<file path="src/hbc_pkg.sv">
// Shared constants for the hashed buffer cache.
package hbc_pkg;
   localparam int DEF_NUM_BUFFERS = 32;
   localparam int DEF_NUM_BUCKETS = 13;
   localparam int REQ_DATA_W = 48;
   localparam int RSP_DATA_W = 16;
   localparam logic [7:0] COUNT_MAX = 8'd255;
   localparam logic [1:0] CMD_GET = 2'd0;
   localparam logic [1:0] CMD_RELEASE = 2'd1;
   localparam logic [1:0] CMD_PIN = 2'd2;
   localparam logic [1:0] CMD_UNPIN = 2'd3;
   localparam logic [1:0] ST_OK = 2'd0;
   localparam logic [1:0] ST_NO_FREE = 2'd1;
   localparam logic [1:0] ST_COUNT = 2'd2;
endpackage

</file>
<file path="src/hashed_block_buffer_cache_unit.sv">
// Hashed-bucket buffer cache: tags, counts and bucket lists with a list-walk sequencer.
//
// Requests arrive on the req_ stream, one transfer per command (get, release,
// pin, unpin); each produces exactly one result transfer on the rsp_ stream.
// The block works on one command at a time and holds req_tready low until the
// command's result is placed in the output register.
// A get computes the bucket hash (four bits per cycle), walks the home bucket
// for a tag match, then on a miss walks each bucket from its tail for a buffer
// with a zero count, relinks a buffer taken from another bucket into the home
// bucket, and finishes; a miss may walk a full home bucket once for the tags
// and once for the counts.
// Release, pin and unpin update the buffer's count and finish; a release that
// drops the count to zero also moves the buffer to its bucket's tail.
// The walk rate is set by the single read port of each link memory.
// After reset the link memories are initialized by a pass over all
// NUM_BUFFERS + NUM_BUCKETS nodes, during which no request is taken.
// A stalled result waits in the output register; a new request may be taken
// meanwhile, and its result waits until the register is free.
module hashed_block_buffer_cache_unit #(
   parameter int NUM_BUFFERS = hbc_pkg::DEF_NUM_BUFFERS,
   parameter int NUM_BUCKETS = hbc_pkg::DEF_NUM_BUCKETS
) (
   input  logic                          clock,
   input  logic                          reset,
   input  logic                          req_tvalid,
   output logic                          req_tready,
   // cmd[1:0], device[9:2], block_number[41:10], buffer_index[46:42], zero
   input  logic [hbc_pkg::REQ_DATA_W-1:0] req_tdata,
   output logic                          rsp_tvalid,
   input  logic                          rsp_tready,
   // granted_buffer[4:0], was_hit[5], needs_disk_read[6], status[8:7], zero
   output logic [hbc_pkg::RSP_DATA_W-1:0] rsp_tdata
);
   import hbc_pkg::*;

   localparam int NODES = NUM_BUFFERS + NUM_BUCKETS;
   localparam int NW = $clog2(NODES);
   localparam int NBW = $clog2(NUM_BUFFERS);
   localparam int BKW = (NUM_BUCKETS > 1) ? $clog2(NUM_BUCKETS) : 1;
   localparam int RW = $clog2(NUM_BUCKETS) + 2;
   localparam logic [NW-1:0] H0 = NW'(NUM_BUFFERS);

   localparam logic [3:0] S_INIT = 4'd0;
   localparam logic [3:0] S_IDLE = 4'd1;
   localparam logic [3:0] S_MOD = 4'd2;
   localparam logic [3:0] S_HRD = 4'd3;
   localparam logic [3:0] S_HWAIT = 4'd4;
   localparam logic [3:0] S_MRD = 4'd5;
   localparam logic [3:0] S_MWAIT = 4'd6;
   localparam logic [3:0] S_CNT = 4'd7;
   localparam logic [3:0] S_MV0 = 4'd8;
   localparam logic [3:0] S_MV1 = 4'd9;
   localparam logic [3:0] S_MV2 = 4'd10;
   localparam logic [3:0] S_MV3 = 4'd11;
   localparam logic [3:0] S_MV4 = 4'd12;
   localparam logic [3:0] S_MV5 = 4'd13;
   localparam logic [3:0] S_FIN = 4'd14;

   logic [3:0] state_ff, state_in;

   logic [7:0] tag_dev_ff [NUM_BUFFERS];
   logic [31:0] tag_blk_ff [NUM_BUFFERS];
   logic valid_ff [NUM_BUFFERS];
   logic [7:0] count_ff [NUM_BUFFERS];
   logic [BKW-1:0] home_of_ff [NUM_BUFFERS];

   logic [NW-1:0] fwd_mem [NODES];
   logic [NW-1:0] bwd_mem [NODES];
   logic [NW-1:0] fwd_rd_ff, bwd_rd_ff;
   logic [NW-1:0] fwd_ra, bwd_ra, fwd_wa, bwd_wa, fwd_wd, bwd_wd;
   logic fwd_we, bwd_we;

   logic [1:0] cmd_ff;
   logic [7:0] dev_ff;
   logic [31:0] blk_ff;
   logic [4:0] bi_ff;
   logic [31:0] shift_ff;
   logic [RW-1:0] mod_r_ff;
   logic [2:0] mod_cnt_ff;
   logic [BKW-1:0] home_ff, bucket_ff, steps_ff, tgt_ff;
   logic [NW-1:0] node_ff, f_ff, p_ff, x_ff, init_ff;
   logic tail_ff;

   logic [4:0] res_gr_ff;
   logic res_hit_ff, res_rd_ff;
   logic [1:0] res_st_ff;
   logic rsp_valid_ff;
   logic [RSP_DATA_W-1:0] rsp_data_ff;

   logic [RW-1:0] mod_next;
   logic [NBW-1:0] f_idx, b_idx, bi_idx;
   logic f_is_buf, b_is_buf, tag_hit, bi_in_pool;
   logic [BKW-1:0] bucket_next;
   logic [NW-1:0] tgt_head, init_fwd, init_bwd;
   logic accept, fin_go;

   assign accept = req_tvalid && req_tready;
   assign req_tready = (state_ff == S_IDLE);
   assign fin_go = (state_ff == S_FIN) && (!rsp_valid_ff || rsp_tready);
   assign rsp_tvalid = rsp_valid_ff;
   assign rsp_tdata = rsp_data_ff;

   assign f_idx = NBW'(fwd_rd_ff);
   assign b_idx = NBW'(bwd_rd_ff);
   assign bi_idx = NBW'(bi_ff);
   assign f_is_buf = fwd_rd_ff < H0;
   assign b_is_buf = bwd_rd_ff < H0;
   assign bi_in_pool = 32'(bi_ff) < 32'(NUM_BUFFERS);
   assign tag_hit = f_is_buf && tag_dev_ff[f_idx] == dev_ff && tag_blk_ff[f_idx] == blk_ff;
   assign bucket_next = (32'(bucket_ff) == NUM_BUCKETS - 1) ? '0 : bucket_ff + 1'b1;
   assign tgt_head = H0 + NW'(tgt_ff);

   // Restoring remainder by the bucket count, four block-number bits per cycle.
   always_comb begin
      logic [RW-1:0] r;
      r = mod_r_ff;
      for (int j = 0; j < 4; j++) begin
         r = (r << 1) | RW'(shift_ff[31-j]);
         if (r >= RW'(NUM_BUCKETS)) r = r - RW'(NUM_BUCKETS);
      end
      mod_next = r;
   end

   // Reset image of the lists: every buffer in bucket zero, tail is buffer zero.
   always_comb begin
      if (init_ff < H0) begin
         init_fwd = (init_ff == '0) ? H0 : init_ff - 1'b1;
         init_bwd = (init_ff == H0 - 1'b1) ? H0 : init_ff + 1'b1;
      end else if (init_ff == H0) begin
         init_fwd = H0 - 1'b1;
         init_bwd = '0;
      end else begin
         init_fwd = init_ff;
         init_bwd = init_ff;
      end
   end

   always_comb begin
      state_in = state_ff;
      fwd_ra = '0;
      bwd_ra = '0;
      fwd_we = 1'b0;
      bwd_we = 1'b0;
      fwd_wa = '0;
      bwd_wa = '0;
      fwd_wd = '0;
      bwd_wd = '0;
      case (state_ff)
         S_INIT: begin
            fwd_we = 1'b1;
            bwd_we = 1'b1;
            fwd_wa = init_ff;
            bwd_wa = init_ff;
            fwd_wd = init_fwd;
            bwd_wd = init_bwd;
            if (32'(init_ff) == NODES - 1) state_in = S_IDLE;
         end
         S_IDLE: begin
            if (accept) state_in = (req_tdata[1:0] == CMD_GET) ? S_MOD : S_CNT;
         end
         S_MOD: begin
            if (mod_cnt_ff == 3'd7) state_in = S_HRD;
         end
         S_HRD: begin
            fwd_ra = H0 + NW'(home_ff);
            state_in = S_HWAIT;
         end
         S_HWAIT: begin
            fwd_ra = fwd_rd_ff;
            if (!f_is_buf) state_in = S_MRD;
            else if (tag_hit) state_in = S_FIN;
         end
         S_MRD: begin
            bwd_ra = H0 + NW'(bucket_ff);
            state_in = S_MWAIT;
         end
         S_MWAIT: begin
            bwd_ra = bwd_rd_ff;
            if (!b_is_buf) begin
               bwd_ra = H0 + NW'(bucket_next);
               if (32'(steps_ff) == NUM_BUCKETS - 1) state_in = S_FIN;
            end else if (count_ff[b_idx] == '0) begin
               state_in = (bucket_ff != home_ff) ? S_MV0 : S_FIN;
            end
         end
         S_CNT: begin
            state_in = S_FIN;
            if (bi_in_pool && cmd_ff == CMD_RELEASE && count_ff[bi_idx] == 8'd1)
               state_in = S_MV0;
         end
         S_MV0: begin
            fwd_ra = node_ff;
            bwd_ra = node_ff;
            state_in = S_MV1;
         end
         S_MV1: state_in = S_MV2;
         S_MV2: begin
            // Unlink the node from its current bucket.
            fwd_we = 1'b1;
            fwd_wa = p_ff;
            fwd_wd = f_ff;
            bwd_we = 1'b1;
            bwd_wa = f_ff;
            bwd_wd = p_ff;
            state_in = S_MV3;
         end
         S_MV3: begin
            fwd_ra = tgt_head;
            bwd_ra = tgt_head;
            state_in = S_MV4;
         end
         S_MV4: begin
            fwd_we = 1'b1;
            bwd_we = 1'b1;
            fwd_wa = node_ff;
            bwd_wa = node_ff;
            fwd_wd = tail_ff ? tgt_head : fwd_rd_ff;
            bwd_wd = tail_ff ? bwd_rd_ff : tgt_head;
            state_in = S_MV5;
         end
         S_MV5: begin
            fwd_we = 1'b1;
            bwd_we = 1'b1;
            fwd_wd = node_ff;
            bwd_wd = node_ff;
            fwd_wa = tail_ff ? x_ff : tgt_head;
            bwd_wa = tail_ff ? tgt_head : x_ff;
            state_in = S_FIN;
         end
         S_FIN: begin
            if (fin_go) state_in = S_IDLE;
         end
         default: state_in = S_INIT;
      endcase
   end

   // Link memories: one write and one registered read each cycle.
   always_ff @(posedge clock) begin
      if (fwd_we) fwd_mem[fwd_wa] <= fwd_wd;
      if (bwd_we) bwd_mem[bwd_wa] <= bwd_wd;
      fwd_rd_ff <= fwd_mem[fwd_ra];
      bwd_rd_ff <= bwd_mem[bwd_ra];
   end

   always_ff @(posedge clock) begin
      if (reset) begin
         state_ff <= S_INIT;
         init_ff <= '0;
         rsp_valid_ff <= 1'b0;
         for (int i = 0; i < NUM_BUFFERS; i++) begin
            tag_dev_ff[i] <= '0;
            tag_blk_ff[i] <= '0;
            valid_ff[i] <= 1'b0;
            count_ff[i] <= '0;
            home_of_ff[i] <= '0;
         end
      end else begin
         state_ff <= state_in;
         if (fin_go) rsp_valid_ff <= 1'b1;
         else if (rsp_valid_ff && rsp_tready) rsp_valid_ff <= 1'b0;
         case (state_ff)
            S_INIT: init_ff <= init_ff + 1'b1;
            S_IDLE: begin
               if (accept) begin
                  cmd_ff <= req_tdata[1:0];
                  dev_ff <= req_tdata[9:2];
                  blk_ff <= req_tdata[41:10];
                  bi_ff <= req_tdata[46:42];
                  shift_ff <= req_tdata[41:10];
                  mod_r_ff <= '0;
                  mod_cnt_ff <= '0;
                  res_gr_ff <= req_tdata[46:42];
                  res_hit_ff <= 1'b0;
                  res_rd_ff <= 1'b0;
                  res_st_ff <= ST_OK;
               end
            end
            S_MOD: begin
               mod_r_ff <= mod_next;
               shift_ff <= shift_ff << 4;
               mod_cnt_ff <= mod_cnt_ff + 1'b1;
               home_ff <= BKW'(mod_next);
               bucket_ff <= BKW'(mod_next);
               steps_ff <= '0;
            end
            S_HWAIT: begin
               if (tag_hit) begin
                  res_hit_ff <= 1'b1;
                  res_gr_ff <= 5'(fwd_rd_ff);
                  res_rd_ff <= !valid_ff[f_idx];
                  valid_ff[f_idx] <= 1'b1;
                  if (count_ff[f_idx] >= COUNT_MAX) res_st_ff <= ST_COUNT;
                  else count_ff[f_idx] <= count_ff[f_idx] + 1'b1;
               end
            end
            S_MWAIT: begin
               if (!b_is_buf) begin
                  bucket_ff <= bucket_next;
                  steps_ff <= steps_ff + 1'b1;
                  if (32'(steps_ff) == NUM_BUCKETS - 1) res_st_ff <= ST_NO_FREE;
               end else if (count_ff[b_idx] == '0) begin
                  // Retagged buffer always needs a read; it is then marked valid.
                  tag_dev_ff[b_idx] <= dev_ff;
                  tag_blk_ff[b_idx] <= blk_ff;
                  valid_ff[b_idx] <= 1'b1;
                  count_ff[b_idx] <= 8'd1;
                  home_of_ff[b_idx] <= home_ff;
                  res_gr_ff <= 5'(bwd_rd_ff);
                  res_rd_ff <= 1'b1;
                  node_ff <= bwd_rd_ff;
                  tgt_ff <= home_ff;
                  tail_ff <= 1'b0;
               end
            end
            S_CNT: begin
               node_ff <= NW'(bi_ff);
               tgt_ff <= home_of_ff[bi_idx];
               tail_ff <= 1'b1;
               if (bi_in_pool) begin
                  if (cmd_ff == CMD_PIN) begin
                     if (count_ff[bi_idx] >= COUNT_MAX) res_st_ff <= ST_COUNT;
                     else count_ff[bi_idx] <= count_ff[bi_idx] + 1'b1;
                  end else if (count_ff[bi_idx] == '0) begin
                     res_st_ff <= ST_COUNT;
                  end else begin
                     count_ff[bi_idx] <= count_ff[bi_idx] - 1'b1;
                  end
               end
            end
            S_MV1: begin
               f_ff <= fwd_rd_ff;
               p_ff <= bwd_rd_ff;
            end
            S_MV4: x_ff <= tail_ff ? bwd_rd_ff : fwd_rd_ff;
            S_FIN: begin
               if (fin_go) rsp_data_ff <= {7'd0, res_st_ff, res_rd_ff, res_hit_ff, res_gr_ff};
            end
            default: ;
         endcase
      end
   end
endmodule

</file>
<file path="config.mk">
export PLATFORM = sky130hd
export DESIGN_NAME = hashed_block_buffer_cache_unit
export DESIGN_NICKNAME = d
export VERILOG_FILES = /design/src/hbc_pkg.sv /design/src/hashed_block_buffer_cache_unit.sv
export SDC_FILE = /design/constraint.sdc
export NUM_CORES = 2
export LEC_CHECK = 0
export BUFFER_PORTS_ARGS = -buffer_cell sky130_fd_sc_hd__buf_4
export CAP_MARGIN = 10
export CORE_ASPECT_RATIO = 0.9
export CORE_MARGIN = 2
export CORE_UTILIZATION = 55
export CTS_CLUSTER_DIAMETER = 30
export CTS_CLUSTER_SIZE = 20
export DETAILED_ROUTE_END_ITERATION = 10
export HOLD_SLACK_MARGIN = 0.03
export PLACE_DENSITY = 0.71
export SYNTH_ARGS = -nofsm -noshare
export SYNTH_HDL_FRONTEND = slang
export SYNTH_SLANG_ARGS = --single-unit
</file>
<file path="constraint.sdc">
create_clock -name clock -period 7.35 [get_ports clock]
set_input_delay 0.3675 -clock clock [delete_from_list [all_inputs] [get_ports clock]]
set_output_delay 0.3675 -clock clock [all_outputs]
set_load 0.01 [all_outputs]
</file>
==> impl_results.md <==
- Total Negative Setup Slacks: 0 ns
- Clk_lat worst skew: 1.01 ns
- Critical Path RT: 7.96 ns
- Top fanout value on the critical path: 45
- Final Net Count: 8772
- Number of port buffers: 61
- Vias: 78.00k
- Pleak: 48.12 nW
- Asr flop ratio synth: 0%
- CP bufs+invs: 4
- Total CTS buffers: 453
- CP max-delay cell: and2_4
- Slew margin rel.: 15.10%
- Num rows: 158
- Mapped Area: 0.1133 mm2
- Layout cells sized above 1: 16.96%
- Post-synth EDFFs: 2350
- CTS HTree Levels: 5
- Die area: 0.2096 mm2
- Final hold vios: 0
- Post-synthesis cell type count: 88
- Vias in the first global route: 75.97k
- DRC violations left: 0
- Max Cap Viol: 0
- Root Buffer: clkbuf_16
- CP Cell Sequence: and2_4 > buf_4 > a22oi_1 > nand3_1 > nand4_1 > xnor2_1 > nand4_1 > or4_1 > nor4_4 > buf_4 > a21boi_4 > buf_12 > o31ai_1 > buf_4
- Total GRT Usage: 34.01%
- PostCTS Resize Cnt: 0
- 1st-pass router iterations: 6
- Detailed Route Iter0 Violations: 12.25k
- Deepest clock path buffer count: 4
- # clock sinks: 2410
- Post-synth top cells: edfxtp_1 (2350), and2_1 (1331), nand2_1 (765)
- Detail Route met2 WL: 160400 um
- Die H: 434.6 um
- TritonCTS clock tree: done
- Mean Syn Cell Area: 13.13 um2
- Final Skew: 0.1246 ns
- Ys Warns: 0
- Sequential fraction of the synthesis area: 63.35%
- Most frequent cell after synthesis: edfxtp_1
- Final Max Slew Viols: 0
- Worst Hold Class: in -> reg
- Final wirelength: 360600 um
- DR vias/cell: 6.613
- Highest clock rate: 150.0 MHz
- Worst path arrival time: 7.28 ns
- VDD IR max: 0.4361 mV
- Layout area overhead: 17.31%
- Post-DP Area: 0.1175 mm2
- Crit-path leading delay family: simple AND/OR/NAND/NOR gates
- Crit end category: flop
- Max Used Layer: met5
- Detail Placement HPWL: 205400 um
- WL met1: 134000 um
- Routability Congestion: 0.9581
- Mapped Cells: 8631
- Post-route cell area: 0.1329 mm2
- First-pass GRT wire length: 518100 um
- Startpoint Class: flop
- Unrepaired setup endpoints after global routing: false
- DIE WIDTH: 482.4 um
- Synth top area share: 62.29%
- Clock transition at the registers of the reported paths: 0.05 ns
- Starting Density: 55.16%
- CP peak stage delay: 0.90 ns
- Post-route ant nets: 0
- Crit-path most repeated cell: buf_4
- Gr ovfl total: 0
- Cell taking the most area after synthesis: edfxtp_1
- Tcrit/Tclk final: 90.71%
- I/O pins: 70
- Yosys reg bits: 2410
- Initial antenna violation count: 22
- Per-cell routed wire length: 30.57 um
- Core ar.: 0.2054 mm2
- Pwr Density: 386.2 mW/mm2
- Slew of the pin with the lowest slew margin: 1.264 ns
- Pin count of the biggest net entering global routing: 116
- Status: complete, no violations
- WL met3: 47440 um
- Critical path class: reg -> reg
- Top_reg_cell synth: edfxtp_1
- Main area contributors after synthesis: edfxtp_1 (62%), and2_1 (7.3%), mux2i_1 (5.5%)
- Final setup viols: 0
- Final min period: 6.667 ns
[flip-flops by register name, indices dropped and copies added, names as in the netlist, 8 cells and up, named ones only]
register and count:
blk_ff 32, bwd_mem 270, count_ff 256, dev_ff 8, fwd_mem 270, home_of_ff 128
rsp_tdata 9, shift_ff 32, tag_blk_ff 1024, tag_dev_ff 256, valid_ff 32
[layout make-up]
| class | count | area, um2 |
|---|---|---|
| Fill cell | 14320 | 72490 |
| Sequential cell | 2410 | 71790 |
| Multi-Input combinational cell | 5370 | 38770 |
| Clock buffer | 524 | 11710 |
| Timing Repair Buffer | 428 | 3914 |
| Tap cell | 2720 | 3403 |
| Clock inverter | 297 | 3159 |
| Inverter | 38 | 145.1 |
| Antenna cell | 7 | 17.52 |
[final timing paths]
check                    start         endpoint  slack, ns  depth (start not counted)
setup / recovery  fwd_rd_ff[2]  count_ff[14][4]       0.68                         14
hold / removal    req_tdata[8]        dev_ff[6]       0.11                          2
setup reg to reg  fwd_rd_ff[2]  count_ff[14][4]       0.68                         14
hold reg to reg   res_st_ff[1]     rsp_tdata[8]       0.42                          0
[metal layers]
metal	global-route usage, %	up-vias
li1	-	32580
met1	46.68	38660
met2	50.91	5672
met5	0	-
met4	16.24	10
met3	8.633	1069
[cells in the final DEF (no fill, tap or decap), drive strengths merged, types with 241 or more instances in the layout]
cell    instances
a22oi         313
and2         1332
buf           378
clkbuf        524
edfxtp       2350
mux2i         627
nand2         765
nand3         320
nor2          273
nor4          241
[report_power, final]
group | switching (mW) | internal [mW] | total (mW)
registers | 0.623 | 16.1 | 16.7
logic | 9.89 | 4.49 | 14.4
clock network | 6.96 | 13.3 | 20.2
total | 17.5 | 33.9 | 51.3
[what timing repair did]
action	CTS	global route
endpoints found under the hold margin	105	1
setup buffers	0	0
hold buffers	49	1
[worst register-to-register path, cell delays in order (launching register included)]
cell and delay (ns):
dfxtp_4 0.89, and2_4 0.94, buf_4 0.59, a22oi_1 0.19, nand3_1 0.14, nand4_1 0.12, xnor2_1 0.44, nand4_1 0.41
or4_1 0.56, nor4_4 0.35, buf_4 0.33, a21boi_4 0.23, buf_12 0.24, o31ai_1 0.62, buf_4 0.26
[logic make-up after synthesis]
kind of cell	Yosys count	share of synthesized area, %
and+or+nand+nor	3398	16.01
DFF	2410	63.35
AOI/OAI and AO/OA	978	6.089
muxes	912	10.48
buffers and inverters	857	3.429
xor gates and xnor gates	56	0.4329
adders and majority gates	19	0.2098
other	1	0.003310
[stage by stage]
stage	utilization (%)	setup slack, ns	cells	power, mW	hold slack (ns)
after global placement	57.22	1.144	10920	30.55	0.4149
after global routing	64.70	0.7485	11790	52.47	0.07391
after CTS	64.69	1.020	11790	50.85	0.03565
after detailed placement	57.22	1.080	10920	30.73	0.4226
after floorplan	-	0.5703	8637	25.49	0.4003
final	64.71	0.6829	11790	51.32	0.1058
Power figures use the tool's default switching activity.
